`src/rtl/btx_pkg.sv`:
```
// Package for the binary trie maximum-XOR lookup block.
// Sizes, derived widths, codes and the controller/datapath signal bundles.
// No dependencies.
`timescale 1ns / 1ps
`default_nettype none

package btx_pkg;

   localparam int KEY_BITS   = 32;
   localparam int NODE_COUNT = 65536;
   localparam int ID_BITS    = 16;

   localparam int KEY_W = 32;
   localparam int EID_W = 16;
   localparam int PID_W = 16;
   localparam int STS_W = 2;

   localparam int NODE_W = (NODE_COUNT > 2) ? $clog2(NODE_COUNT) : 1;
   localparam int LINK_W = 2 * NODE_W;
   localparam int LVL_W  = $clog2(KEY_BITS + 1);
   localparam int SUM_W  = ((NODE_W > LVL_W) ? NODE_W : LVL_W) + 1;

   localparam logic [SUM_W-1:0]  POOL_LIMIT = SUM_W'(NODE_COUNT - 1);
   localparam logic [NODE_W-1:0] NODE_LIMIT = NODE_W'(NODE_COUNT - 1);

   localparam logic CMD_INSERT = 1'b0;
   localparam logic CMD_QUERY  = 1'b1;

   typedef enum logic [STS_W-1:0] {
      STATUS_OK    = 2'd0,
      STATUS_EMPTY = 2'd1,
      STATUS_FULL  = 2'd2
   } status_type;

   typedef struct packed {
      logic       accept;
      logic       query_mode;
      logic       walk_step;
      logic       walk_rd_link;
      logic       walk_rd_leaf;
      logic       walk_wr_leaf;
      logic       alloc;
      logic       alloc_first;
      logic       wr_leaf_new;
      logic       load_rsp;
      logic       rsp_use_leaf;
      status_type rsp_status;
   } ctrl_cmd_type;

   typedef struct packed {
      logic req_valid;
      logic req_query;
      logic empty;
      logic miss;
      logic last;
      logic pool_ok;
      logic rsp_busy;
   } dp_stat_type;

endpackage

`default_nettype wire

```
`src/rtl/btx_ctrl.sv`:
```
// Controller of the trie lookup block: sequences walk, pool check,
// node allocation, leaf access and response hand-off.
// Depends on btx_pkg; commands btx_datapath.
`timescale 1ns / 1ps
`default_nettype none

module btx_ctrl
   import btx_pkg::*;
(
   input  wire logic        clock,
   input  wire logic        reset,
   input  wire dp_stat_type stat,
   output ctrl_cmd_type     cmd
);

   typedef enum logic [2:0] {
      ST_IDLE,
      ST_WALK,
      ST_CHECK,
      ST_ALLOC_FIRST,
      ST_ALLOC,
      ST_LEAF,
      ST_RESP
   } state_type;

   state_type  state_ff, state_in;
   logic       is_query_ff, is_query_in;
   logic       use_leaf_ff, use_leaf_in;
   status_type code_ff, code_in;

   always_comb begin
      cmd              = '0;
      cmd.query_mode   = is_query_ff;
      cmd.rsp_use_leaf = use_leaf_ff;
      cmd.rsp_status   = code_ff;
      state_in         = state_ff;
      is_query_in      = is_query_ff;
      use_leaf_in      = use_leaf_ff;
      code_in          = code_ff;
      unique case (state_ff)
         ST_IDLE: begin
            cmd.accept = 1'b1;
            if (stat.req_valid) begin
               is_query_in = stat.req_query;
               use_leaf_in = 1'b0;
               code_in     = STATUS_OK;
               if (stat.req_query && stat.empty) begin
                  code_in  = STATUS_EMPTY;
                  state_in = ST_RESP;
               end else begin
                  state_in = ST_WALK;
               end
            end
         end
         ST_WALK: begin
            if (!is_query_ff && stat.miss) begin
               state_in = ST_CHECK;
            end else begin
               cmd.walk_step = 1'b1;
               if (!stat.last) begin
                  cmd.walk_rd_link = 1'b1;
               end else if (is_query_ff) begin
                  cmd.walk_rd_leaf = 1'b1;
                  state_in         = ST_LEAF;
               end else begin
                  cmd.walk_wr_leaf = 1'b1;
                  state_in         = ST_RESP;
               end
            end
         end
         ST_CHECK: begin
            if (stat.pool_ok) begin
               state_in = ST_ALLOC_FIRST;
            end else begin
               code_in  = STATUS_FULL;
               state_in = ST_RESP;
            end
         end
         ST_ALLOC_FIRST, ST_ALLOC: begin
            cmd.alloc       = 1'b1;
            cmd.alloc_first = (state_ff == ST_ALLOC_FIRST);
            if (stat.last) begin
               cmd.wr_leaf_new = 1'b1;
               state_in        = ST_RESP;
            end else begin
               state_in = ST_ALLOC;
            end
         end
         ST_LEAF: begin
            use_leaf_in = 1'b1;
            state_in    = ST_RESP;
         end
         ST_RESP: begin
            if (!stat.rsp_busy) begin
               cmd.load_rsp = 1'b1;
               state_in     = ST_IDLE;
            end
         end
         default: begin
            state_in = ST_IDLE;
         end
      endcase
   end

   always_ff @(posedge clock) begin
      if (reset) begin
         state_ff    <= ST_IDLE;
         is_query_ff <= 1'b0;
         use_leaf_ff <= 1'b0;
         code_ff     <= STATUS_OK;
      end else begin
         state_ff    <= state_in;
         is_query_ff <= is_query_in;
         use_leaf_ff <= use_leaf_in;
         code_ff     <= code_in;
      end
   end

endmodule

`default_nettype wire

```
`config.mk`:
```
export PLATFORM = sky130hd
export DESIGN_NAME = btx_ctrl
export DESIGN_NICKNAME = d
export VERILOG_FILES = /design/src/rtl/btx_pkg.sv /design/src/rtl/btx_ctrl.sv
export SDC_FILE = /design/constraint.sdc
export NUM_CORES = 1
export LEC_CHECK = 0
export BUFFER_PORTS_ARGS = -buffer_cell sky130_fd_sc_hd__buf_2
export CAP_MARGIN = 20
export CORE_MARGIN = 2
export CORE_UTILIZATION = 40
export CTS_CLUSTER_SIZE = 10
export DETAILED_ROUTE_END_ITERATION = 10
export PLACE_DENSITY = 0.69
export SLEW_MARGIN = 20
export SYNTH_ARGS = -nofsm -noshare
export SYNTH_HDL_FRONTEND = slang
export SYNTH_SLANG_ARGS = --single-unit
```
`constraint.sdc`:
```
create_clock -name clock -period 1.6 [get_ports clock]
set_clock_uncertainty 0.2 [all_clocks]
set_input_delay 0.32 -clock clock [delete_from_list [all_inputs] [get_ports clock]]
set_output_delay 0.32 -clock clock [all_outputs]
set_load 0.01 [all_outputs]
```
==> results.yml <==
global_routing:
  grt_use_total_pct: 20.2
  grt_pass1_vias: 654
  antenna_found_initial: 0
  grt_first_pass_wirelength_um: 2700
  grt_max_degree: 8
  overflow: 0
setup_path:
  crit_chain: "nor2_4 > nand3_4 > nor3b_2 > buf_2"
  arrival_ns: 1.20
  worstPathMaxFanout: 4
  crit_path_max_incr_delay_ns: 0.37
  cp-start-kind: "flop"
  crit_path_top_delay_cell: "dfxtp_4"
  crit_path_end_kind: "primary output"
  critPathKind: "flop to primary output"
  cp.buffers_inverters: 1
  cp.required_ns: 1.08
  cpLargestDelayFamily: "simple AND/OR/NAND/NOR gates"
detailed_routing:
  routedWlPerCell_um: 13.5
  vias: 670
  vias_per_cell: 5.32
  dr.pass1.iters: 4
  wirelength_um: 1700
  route.antenna.remaining_nets: 0
  drt_iter0_markers: 10
  drcViolationCount: 0
sta:
  period_needed_ns: 1.72
  fin_crit_sh_pct: 107
  hold_violations: 0
  tightest_slew_ns: 0.294
  setup_viol: 6
  rsz0062_at_grt: "true"
  holdWs_ns: 0.125
  slew_headroom_pct: 80.3
  fmax_mhz: 583
  slew_violations: 0
  setup_slack_ns: -0.115
synthesis:
  yosysMostFrequentCell: "nor2_1"
  syn_area_per_cell_um2: 7.79
  ys_seq_area_share_pct: 25.0
  yosys_register_bits: 7
  synthTopCellsByCount: "nor2_1 (12), nand2_1 (11), dfxtp_1 (7)"
  yosysTopAreaCellShare_pct: 25.0
  async_flop_share_pct: 0
  synthDistinctLibCells: 34
  yosysWarnings: 0
  synth_area_um2: 561
  synth.net_count: 81
  synth_cells: 72
  synth_edf_count: 0
  yosysTopAreaCell: "dfxtp_1"
  yosys-top-cells-area: "dfxtp_1 (25%), nor2_1 (8.0%), nand2_1 (7.4%)"
  synth_flop_cell: "dfxtp_1"
place:
  numPortBuffers: 21
  post-dp-hpwl_um: 1160
  pre_cts_ws_ns: 0.0810
  place.gp.congestion: 0.825
  place_inst: 111
flow_run:
  maxCapViolCount: 0
pwr:
  power.leakage_uw: 0.000459
  vdd_ir_drop_max_mv: 0.813
  p_per_area_nw_per_um2: 1600
cells_and_area:
  final-seq-area_um2: 151
  multi_input_area_um2: 395
  layout-drive-gt1-share_pct: 57.7
  num_antenna_cells: 0
  layout.cells.non_filler: 126
  fin_util_pct: 68.7
  syn_to_final_growth_pct: 59.4
  nets: 121
  nFillCells: 119
die:
  start_util_pct: 43.1
  row_count: 13
  coreArea_um2: 1300
  die_w_um: 41.4
  dieArea_um2: 1720
  ios: 22
  die_h_um: 41.4
run_status:
  status: "finished with violations"
  violations: "negative setup slack"
cts:
  clock-root-buffer: "clkbuf_4"
  clkTransAtPathRegs_ns: 0.06
  clockBufferDepth: 2
  clock-sinks: 7
  tritoncts: "built"
  clock_latency_ns: 0.25
  htreeDepth: 1
  numCtsBuffers: 3
worst_hold_path:
  hp-class: "input port to flop"
cell families (layout without fill, tap and decap cells):
family                 Yosys count  count (layout)  synth area share [%]
AND/OR/NAND/NOR                 38              38                  35.7
AO/OA/AOI/OAI                   16              16                  24.1
buffers and inverters           10              49                  13.4
flip-flops                       7               7                  25.0
multiplexers                     1               1                  1.79
routing by layer:
layer / GRT usage [%] / vias up / part of all wire, %
met5: 0 / - / 0
met4: 11.0 / 0 / 2.3
met3: 3.48 / 6 / 5.4
met2: 34.4 / 27 / 52
met1: 23.7 / 308 / 40
li1: - / 329 / -
report_power, final:
part | leakage (µW) | internal (µW) | switching (µW)
registers | 0.0000593 | 234 | 82.4
logic | 0.000385 | 526 | 429
clock network | 0.0000150 | 95.3 | 66.3
total | 0.000459 | 855 | 577
stage by stage:
stage	total power [µW]	setup TNS, ns	instance area, µm²
floorplan	744	0	563
global placement	936	0	694
detailed placement	956	0	694
CTS	1340	-0.207	857
global route	1540	-0.819	893
finish	1430	-0.304	893
worst reg2reg max path, delay by kind of cell, from the launching register on:
| kind | cells | cell delay (ns) |
|---|---|---|
| AND/OR/NAND/NOR | 2 | 0.17 |
| AO/OA/AOI/OAI | 1 | 0.28 |
| flip-flops | 1 | 0.38 |
| buffers and inverters | 3 | 0.39 |
state kept, by name, indices dropped and copies added (netlist names):
name and cells:
code_ff 2, state_ff 3, is_query_ff 1, use_leaf_ff 1
placed cells by master (no fill, tap or decap), drive strengths merged, types with 2 or more instances in the layout:
master and count:
buf 41, nor2 13, nand2 12, dfxtp 7, a21oi 4, inv 4, clkbuf 4, nor3 4
nand2b 2, and2 2, o211ai 2, o21ai 2
timing repair:
item / 4_1_cts / 5_1_grt
hold buffers: 0 / 0
gates cloned: 0 / 0
endpoints found under the setup margin: 8 / 8
setup buffers: 8 / 3
pin swaps: 5 / 4
gates resized for setup: 23 / 3
cell type report:
class / count / area share (%)
Tap cell: 15 / 2.10
Timing Repair Buffer: 41 / 31.8
Clock buffer: 4 / 2.94
Inverter: 4 / 1.96
Multi-Input combinational cell: 55 / 44.3
Sequential cell: 7 / 16.9
worst paths after layout:
kind                            slack (ns)  cells past startpoint           to   startpoint
worst min-delay path                  0.12                      2  state_ff[2]        reset
worst min register to register        0.26                      2   code_ff[1]   code_ff[1]
worst max-delay path                 -0.12                      4       cmd[7]  state_ff[2]
worst max register to register        0.06                      6  state_ff[0]  state_ff[1]
Power figures use the tool's default switching activity.
